**src/rtl/des_pkg.sv**
```systemverilog
// Package: DES tables, stage types and the round function
`default_nettype none
package des_pkg;
	localparam int NumRounds = 16;

	typedef logic [63:0] blk_t;
	typedef logic [47:0] subkey_t;
	typedef logic [27:0] half_t;

	// one pipeline stage payload
	typedef struct packed {
		logic        vld;
		logic        dec;
		logic [31:0] l;
		logic [31:0] r;
	} stage_t;

	localparam logic [7:0] IP_TAB [64] = '{
		58,50,42,34,26,18,10,2, 60,52,44,36,28,20,12,4,
		62,54,46,38,30,22,14,6, 64,56,48,40,32,24,16,8,
		57,49,41,33,25,17,9,1,  59,51,43,35,27,19,11,3,
		61,53,45,37,29,21,13,5, 63,55,47,39,31,23,15,7};
	localparam logic [7:0] FP_TAB [64] = '{
		40,8,48,16,56,24,64,32, 39,7,47,15,55,23,63,31,
		38,6,46,14,54,22,62,30, 37,5,45,13,53,21,61,29,
		36,4,44,12,52,20,60,28, 35,3,43,11,51,19,59,27,
		34,2,42,10,50,18,58,26, 33,1,41,9,49,17,57,25};
	localparam logic [7:0] E_TAB [48] = '{
		32,1,2,3,4,5, 4,5,6,7,8,9, 8,9,10,11,12,13, 12,13,14,15,16,17,
		16,17,18,19,20,21, 20,21,22,23,24,25, 24,25,26,27,28,29, 28,29,30,31,32,1};
	localparam logic [7:0] P_TAB [32] = '{
		16,7,20,21,29,12,28,17, 1,15,23,26,5,18,31,10,
		2,8,24,14,32,27,3,9,    19,13,30,6,22,11,4,25};
	localparam logic [7:0] PC1_TAB [56] = '{
		57,49,41,33,25,17,9, 1,58,50,42,34,26,18,
		10,2,59,51,43,35,27, 19,11,3,60,52,44,36,
		63,55,47,39,31,23,15, 7,62,54,46,38,30,22,
		14,6,61,53,45,37,29, 21,13,5,28,20,12,4};
	localparam logic [7:0] PC2_TAB [48] = '{
		14,17,11,24,1,5, 3,28,15,6,21,10, 23,19,12,4,26,8, 16,7,27,20,13,2,
		41,52,31,37,47,55, 30,40,51,45,33,48, 44,49,39,56,34,53, 46,42,50,36,29,32};
	localparam logic [1:0] SHIFT_TAB [16] = '{1,1,2,2,2,2,2,2,1,2,2,2,2,2,2,1};
	localparam logic [3:0] SBOX_TAB [8][64] = '{
		'{14,4,13,1,2,15,11,8,3,10,6,12,5,9,0,7,
		  0,15,7,4,14,2,13,1,10,6,12,11,9,5,3,8,
		  4,1,14,8,13,6,2,11,15,12,9,7,3,10,5,0,
		  15,12,8,2,4,9,1,7,5,11,3,14,10,0,6,13},
		'{15,1,8,14,6,11,3,4,9,7,2,13,12,0,5,10,
		  3,13,4,7,15,2,8,14,12,0,1,10,6,9,11,5,
		  0,14,7,11,10,4,13,1,5,8,12,6,9,3,2,15,
		  13,8,10,1,3,15,4,2,11,6,7,12,0,5,14,9},
		'{10,0,9,14,6,3,15,5,1,13,12,7,11,4,2,8,
		  13,7,0,9,3,4,6,10,2,8,5,14,12,11,15,1,
		  13,6,4,9,8,15,3,0,11,1,2,12,5,10,14,7,
		  1,10,13,0,6,9,8,7,4,15,14,3,11,5,2,12},
		'{7,13,14,3,0,6,9,10,1,2,8,5,11,12,4,15,
		  13,8,11,5,6,15,0,3,4,7,2,12,1,10,14,9,
		  10,6,9,0,12,11,7,13,15,1,3,14,5,2,8,4,
		  3,15,0,6,10,1,13,8,9,4,5,11,12,7,2,14},
		'{2,12,4,1,7,10,11,6,8,5,3,15,13,0,14,9,
		  14,11,2,12,4,7,13,1,5,0,15,10,3,9,8,6,
		  4,2,1,11,10,13,7,8,15,9,12,5,6,3,0,14,
		  11,8,12,7,1,14,2,13,6,15,0,9,10,4,5,3},
		'{12,1,10,15,9,2,6,8,0,13,3,4,14,7,5,11,
		  10,15,4,2,7,12,9,5,6,1,13,14,0,11,3,8,
		  9,14,15,5,2,8,12,3,7,0,4,10,1,13,11,6,
		  4,3,2,12,9,5,15,10,11,14,1,7,6,0,8,13},
		'{4,11,2,14,15,0,8,13,3,12,9,7,5,10,6,1,
		  13,0,11,7,4,9,1,10,14,3,5,12,2,15,8,6,
		  1,4,11,13,12,3,7,14,10,15,6,8,0,5,9,2,
		  6,11,13,8,1,4,10,7,9,5,0,15,14,2,3,12},
		'{13,2,8,4,6,15,11,1,10,9,3,14,5,0,12,7,
		  1,15,13,8,10,3,7,4,12,5,6,11,0,14,9,2,
		  7,11,4,1,9,12,14,2,0,6,10,13,15,3,5,8,
		  2,1,14,7,4,10,8,13,15,12,9,0,3,5,6,11}};

	// table positions count from 1 at the MSB; 64 - pos taken modulo 64
	function automatic blk_t perm64(input logic [7:0] tab [64], input blk_t src);
		blk_t acc;
		acc = '0;
		for (int k = 0; k < 64; k++) acc[63-k] = src[6'd0 - tab[k][5:0]];
		return acc;
	endfunction

	function automatic logic [55:0] pc1(input blk_t key);
		logic [55:0] acc;
		acc = '0;
		for (int k = 0; k < 56; k++) acc[55-k] = key[6'd0 - PC1_TAB[k][5:0]];
		return acc;
	endfunction

	function automatic subkey_t pc2(input logic [55:0] cd);
		subkey_t acc;
		acc = '0;
		for (int k = 0; k < 48; k++) acc[47-k] = cd[6'd56 - PC2_TAB[k][5:0]];
		return acc;
	endfunction

	function automatic half_t rot28(input half_t v, input logic [1:0] s);
		half_t res;
		res = (s == 2'd2) ? {v[25:0], v[27:26]} : {v[26:0], v[27]};
		return res;
	endfunction

	// Feistel function: E, key mix, S-boxes, P (32 - pos taken modulo 32)
	function automatic logic [31:0] feistel(input logic [31:0] r, input subkey_t k);
		logic [47:0] x;
		logic [31:0] s;
		logic [31:0] p;
		logic [5:0]  six;
		x = '0;
		for (int k2 = 0; k2 < 48; k2++) x[47-k2] = r[5'd0 - E_TAB[k2][4:0]];
		x = x ^ k;
		s = '0;
		for (int i = 0; i < 8; i++) begin
			six = x[47-6*i -: 6];
			s[31-4*i -: 4] = SBOX_TAB[i][{six[5], six[0], six[4:1]}];
		end
		p = '0;
		for (int k3 = 0; k3 < 32; k3++) p[31-k3] = s[5'd0 - P_TAB[k3][4:0]];
		return p;
	endfunction
endpackage
`default_nettype wire

```
**src/rtl/des_key_sched.sv**
```systemverilog
// Key schedule: sixteen registered subkeys built from the written key value
`default_nettype none
module des_key_sched (
	input  wire logic                 clk,
	input  wire logic                 arst_n,
	input  wire logic                 key_we,
	input  wire des_pkg::blk_t        key_value,
	output des_pkg::subkey_t          subkeys [des_pkg::NumRounds]
);
	des_pkg::half_t c_w [des_pkg::NumRounds];
	des_pkg::half_t d_w [des_pkg::NumRounds];
	logic [55:0]    pk_w;
	des_pkg::subkey_t sub_q [des_pkg::NumRounds];

	// rotated halves per round
	always_comb begin
		pk_w = des_pkg::pc1(key_value);
		c_w[0] = des_pkg::rot28(pk_w[55:28], des_pkg::SHIFT_TAB[0]);
		d_w[0] = des_pkg::rot28(pk_w[27:0], des_pkg::SHIFT_TAB[0]);
		for (int r = 1; r < des_pkg::NumRounds; r++) begin
			c_w[r] = des_pkg::rot28(c_w[r-1], des_pkg::SHIFT_TAB[r]);
			d_w[r] = des_pkg::rot28(d_w[r-1], des_pkg::SHIFT_TAB[r]);
		end
	end

	// subkeys reload on a key write; reset key is zero so subkeys are zero
	always_ff @(posedge clk or negedge arst_n) begin
		if (!arst_n) begin
			for (int r = 0; r < des_pkg::NumRounds; r++) sub_q[r] <= '0;
		end else if (key_we) begin
			for (int r = 0; r < des_pkg::NumRounds; r++) sub_q[r] <= des_pkg::pc2({c_w[r], d_w[r]});
		end
	end

	assign subkeys = sub_q;
endmodule
`default_nettype wire

```
**config.mk**
```make
export PLATFORM = sky130hd
export DESIGN_NAME = des_key_sched
export DESIGN_NICKNAME = d
export VERILOG_FILES = /design/src/rtl/des_pkg.sv /design/src/rtl/des_key_sched.sv
export SDC_FILE = /design/constraint.sdc
export NUM_CORES = 1
export LEC_CHECK = 0
export BUFFER_PORTS_ARGS = -buffer_cell sky130_fd_sc_hd__buf_2
export CAP_MARGIN = 10
export CORE_AREA = 2 2 322 324
export CTS_CLUSTER_DIAMETER = 150
export DETAILED_ROUTE_END_ITERATION = 8
export DIE_AREA = 0 0 324 326
export PLACE_DENSITY_LB_ADDON = 0.12
export SYNTH_ARGS = -nofsm -noshare
export SYNTH_HDL_FRONTEND = slang
export SYNTH_SLANG_ARGS = --single-unit
```
**constraint.sdc**
```tcl
create_clock -name clk -period 2.35 [get_ports clk]
set_input_delay 0.47 -clock clk [delete_from_list [all_inputs] [get_ports clk]]
set_output_delay 0.47 -clock clk [all_outputs]
set_load 0.01 [all_outputs]
```
==> impl_metrics.ini, run 1 <==
[floorplan]
die-area_um2 = 105600
die_h_um = 326
initial_utilization = 0.07395
die_w_um = 324
core_area_um2 = 102600
rows = 118
boundaryPins = 835

[cts]
post_cts_buffers = 0
insertion_delay_ns = 0.35
post_cts_resized = 0
numCtsBuffers = 5
ctsHtreeMaxLevel = 2
cts.clk_slew.worst_paths_ns = 0.10
cts_buffer_depth = 2
cts-root-buf = clkbuf_16
cts_sinks = 56
cts_hold_buf = 0
cts_tree = yes

[yosys]
syn_area_um2 = 7589
synth_area_per_cell_um2 = 9.143
synth_warnings = 0
synth_nets = 897
synth-seq-cells = 56
yosysSeqAreaShare = 0.1847
synth_top_area_cell = buf_4
synth.area.top_cells = buf_4 (70%), dfrtp_1 (18%), mux2_4 (7.9%), mux2_2 (2.4%), buf_6 (0.74%)
synth_cell_types = 6
netlist_instances = 830
yosys.area.top_type_share = 0.7044

[placement]
placedCellCount = 2322
dpl-instance-area_um2 = 8115
hpwlAfterDp_mm = 18.21
gp_routability_congestion = 0.5967
portBuffers = 826
place_ws_ns = 0.6658

[global_route]
grt.overflow.total = 0
grt_pass1_wl_mm = 27.06
groute.usage.overall = 0.03690
grt_max_degree = 31
grt_pass1_vias = 3357
antenna_found_initial = 2

[power_and_ir_drop]
pwr-share-comb = 0.493
p_int_mw = 2.486
switching_share = 0.4644
power_frac_seq = 0.305
power_frac_clock = 0.202
leakagePower_nw = 4.425
p_per_area_nw_per_um2 = 561.3
finalPower_mw = 4.642
power.switching_mw = 2.156
peakVddDrop_v = 0.0002430

[timing]
drv_slew = 0
worst_pin_slew_ns = 0.5992
rsz0062_at_grt = no
whs_ns = 0.06797
relSlewSlack = 0.6006
fin_worst_skew_ns = 0
timing.final.ws_setup_ns = 0.5379
tns_ns = 0
fin_crit_ns = 1.812
setup-violations-final = 0
period_share = 0.7711
fmax_mhz = 551.9
finalHoldViolCount = 0

[critical_path]
critPathMaxStageDelay_ns = 0.73
crit_start = subkeys[124]
path_max_fanout = 16
start_kind = flop
reg2reg_slack_ns = 1.26
r2r_start = subkeys[15]
critPathTopFamily = flip-flops
rr_worst_depth = 1
crit_chain = buf_2
cp-end-kind = output pin
timing.critical_path.buf_inv = 1
slowest_stage = dfrtp_1
crit_type = reg2out
worst-endpoint-required_ns = 1.88
worstPathArrival_ns = 1.34
rr_endpoint = subkeys[15]

[drt]
drtAntennaViolNets = 0
viasPerCell = 1.943
vias = 4534
drt_first_pass_iters = 4
wl_mm = 22.10
wl_per_cell_um = 9.471
drc = 0
first_iter_violations = 49

[layout]
fillCellCount = 12050
largest_reg_flops = 56
fin_util = 0.08060
layout_commonest_cell = buf_2
syn_to_final_growth_pct = 8.986
fin_area_um2 = 8270
stdcell_count = 2333
drive_gt1_frac = 0.9411
finalNetCount = 1016
final_cell_mix = buf_2 (824), dfrtp_1 (56), mux2_4 (40), mux2_2 (16), clkbuf_16 (5)

[outcome]
status = finished, final reports clean

[hold_path]
hp-class = in2async

[run]
maxCapViolCount = 0
==> final cells by class <==
class	count	area [um^2]	share of cell area
diodes	3	7.507	0.0009077
well taps	1380	1727	0.2088
clock buffers	5	125.1	0.01513
multi-input cells	56	780.7	0.09440
repair buffers	830	4207	0.5086
clock inverters	3	22.52	0.002723
flip-flops and latches	56	1401	0.1694
==> worst max path at each step <==
stage                   end  slack (ns)  cells after the start
2_1_floorplan  subkeys[120]        1.11                      1
3_3_place_gp   subkeys[101]        0.69                      3
3_5_place_dp   subkeys[101]        0.67                      3
4_1_cts        subkeys[686]        0.40                      1
5_1_grt        subkeys[686]        0.38                      1
6_report       subkeys[458]        0.54                      1
==> kinds of logic after synthesis <==
group    synth area share
flops              0.1847
buf+inv            0.7124
mux                0.1029
==> cell usage after synthesis <==
cell	instances
dfrtp_1	56
mux2_4	40
mux2_2	16
buf_2	1
buf_4	712
buf_6	5
==> power by group through the flow <==
stage	registers, mW	clock network (mW)	logic (mW)
3_3_place_gp	1.44	0	2.41
5_1_grt	1.50	1.08	2.47
2_1_floorplan	1.41	0	2.57
3_5_place_dp	1.47	0	2.33
4_1_cts	1.45	1.08	2.34
6_report	1.42	0.939	2.29
==> per-layer routing <==
layer	GRT usage	vias up	part of all wire
met4	0.01178	0	0.012
li1	-	2083	-
met2	0.07428	395	0.57
met5	0	-	0
met1	0.03425	2048	0.34
met3	0.01181	8	0.083
Note: power is estimated with default switching activity, not from simulation.
==> run 2, diff against run 1 <==
--- a/config.mk
+++ b/config.mk
@@ -7,10 +7,10 @@
 export LEC_CHECK = 0
 export BUFFER_PORTS_ARGS = -buffer_cell sky130_fd_sc_hd__buf_2
 export CAP_MARGIN = 10
-export CORE_AREA = 2 2 322 324
+export CORE_AREA = 2 2 326 328
 export CTS_CLUSTER_DIAMETER = 150
 export DETAILED_ROUTE_END_ITERATION = 8
-export DIE_AREA = 0 0 324 326
+export DIE_AREA = 0 0 328 330
 export PLACE_DENSITY_LB_ADDON = 0.12
 export SYNTH_ARGS = -nofsm -noshare
 export SYNTH_HDL_FRONTEND = slang
==> constraint.sdc (replaced) <==
create_clock -name clk -period 1.7 [get_ports clk]
set_input_delay 0.34 -clock clk [delete_from_list [all_inputs] [get_ports clk]]
set_output_delay 0.34 -clock clk [all_outputs]
set_load 0.01 [all_outputs]
==> impl_metrics.ini, run 2 (synthesis gave the netlist of run 1 again) <==
[outcome]
status = finished, final reports clean

[critical_path]
crit_type = reg2out
rr_worst_depth = 2
crit_chain = buf_2
cp-end-kind = output pin
start_kind = flop
worstPathArrival_ns = 1.24
timing.critical_path.buf_inv = 1
rr_endpoint = subkeys[0]
r2r_start = subkeys[0]
critPathMaxStageDelay_ns = 0.66
critPathTopFamily = flip-flops
reg2reg_slack_ns = 0.63
worst-endpoint-required_ns = 1.36
slowest_stage = dfrtp_1
path_max_fanout = 14

[layout]
largest_reg_flops = 56
finalNetCount = 1018
syn_to_final_growth_pct = 9.794
layout_commonest_cell = buf_2
final_cell_mix = buf_2 (824), dfrtp_1 (46), mux2_4 (40), mux2_2 (16), dfrtp_2 (10)
drive_gt1_frac = 0.9505

[floorplan]
die_w_um = 328
initial_utilization = 0.07250
boundaryPins = 835
die-area_um2 = 108200
core_area_um2 = 104700
die_h_um = 330
rows = 119

[drt]
drt_first_pass_iters = 3
drc = 0
wl_mm = 22.41
vias = 4553
first_iter_violations = 46
wl_per_cell_um = 9.564
drtAntennaViolNets = 0
viasPerCell = 1.943

[run]
maxCapViolCount = 0

[cts]
cts_buffer_depth = 2
post_cts_buffers = 0
cts-root-buf = clkbuf_16
cts_tree = yes
insertion_delay_ns = 0.34
cts_sinks = 56
numCtsBuffers = 5
ctsHtreeMaxLevel = 2
cts.clk_slew.worst_paths_ns = 0.09

[placement]
gp_routability_congestion = 0.5992
portBuffers = 826
hpwlAfterDp_mm = 18.86

[timing]
finalHoldViolCount = 0
worst_pin_slew_ns = 0.4928
fin_worst_skew_ns = 0
fin_crit_ns = 1.585
fmax_mhz = 631.0
whs_ns = 0.2135
rsz0062_at_grt = no
tns_ns = 0
period_share = 0.9322
setup-violations-final = 0
relSlewSlack = 0.6714
drv_slew = 0

[hold_path]
whs_path_depth = 2
hold_path_end = subkeys[135]
worstHoldStart = key_value[30]
hp-class = in2reg

[global_route]
grt.overflow.total = 0
grt_pass1_wl_mm = 26.41
grt_pass1_vias = 3295
antenna_found_initial = 1
grt_max_degree = 33
groute.usage.overall = 0.03529

[power_and_ir_drop]
peakVddDrop_v = 0.0003328
p_per_area_nw_per_um2 = 781.8
leakagePower_nw = 4.430
## run 2: cell count changes in the layout (fill, tap and decap cells not counted), sizes merged
cell / delta
dlygate4sd3: +1
buf: +1
clkinv: -2
inv: -1
bufinv: +1
diode: -1
## run 2: final cells by class
class | instances | area [um^2]
well taps | 1391 | 1740
clock inverters | 1 | 30.03
multi-input cells | 56 | 780.7
flip-flops and latches | 56 | 1414
fillers | 12250 | 96340
diodes | 2 | 5.005
clock buffers | 5 | 125.1
repair buffers | 832 | 4237
## run 2: timing repair
action / 4_1_cts / 5_1_grt
endpoints found under the setup margin: 99 / 28
hold endpoints to repair: 32 / 0
hold buffers: 1 / 0
gates resized for setup: 7 / 3
## run 2: report_power, final
| group | switching, mW | internal (mW) | total [mW] |
|---|---|---|---|
| sequential | 0.493 | 1.46 | 1.96 |
| clock | 0.682 | 0.687 | 1.37 |
| combinational | 1.76 | 1.43 | 3.19 |
## run 2: worst max path at each step
stage                  from  cells past startpoint      endpoint
2_1_floorplan  subkeys[120]                      1  subkeys[120]
3_3_place_gp   subkeys[139]                      1  subkeys[602]
3_5_place_dp   subkeys[139]                      1  subkeys[139]
4_1_cts        subkeys[119]                      1  subkeys[674]
5_1_grt        subkeys[757]                      1  subkeys[330]
6_report       subkeys[116]                      1    subkeys[7]
## run 2: stage by stage
step / area, um^2 / setup slack, ns / power, mW / cells / util
finish: 8332 / 0.1153 / 6.514 / 2343 / 0.07960
global route: 8327 / 0.0002653 / 7.072 / 2341 / 0.07955
global placement: 8149 / 0.1603 / 5.341 / 2334 / 0.07785
floorplan: 7589 / 0.5884 / 5.509 / 830 / -
CTS: 8323 / 0.003812 / 6.832 / 2341 / 0.07952
detailed placement: 8149 / 0.1319 / 5.266 / 2334 / 0.07785
## run 2: routing by layer
metal,up-vias,GRT usage,part of all wire
met5,-,0,0
met2,408,0.06925,0.56
met3,11,0.009729,0.077
met4,0,0.01197,0.013
li1,2077,-,-
met1,2057,0.03529,0.35
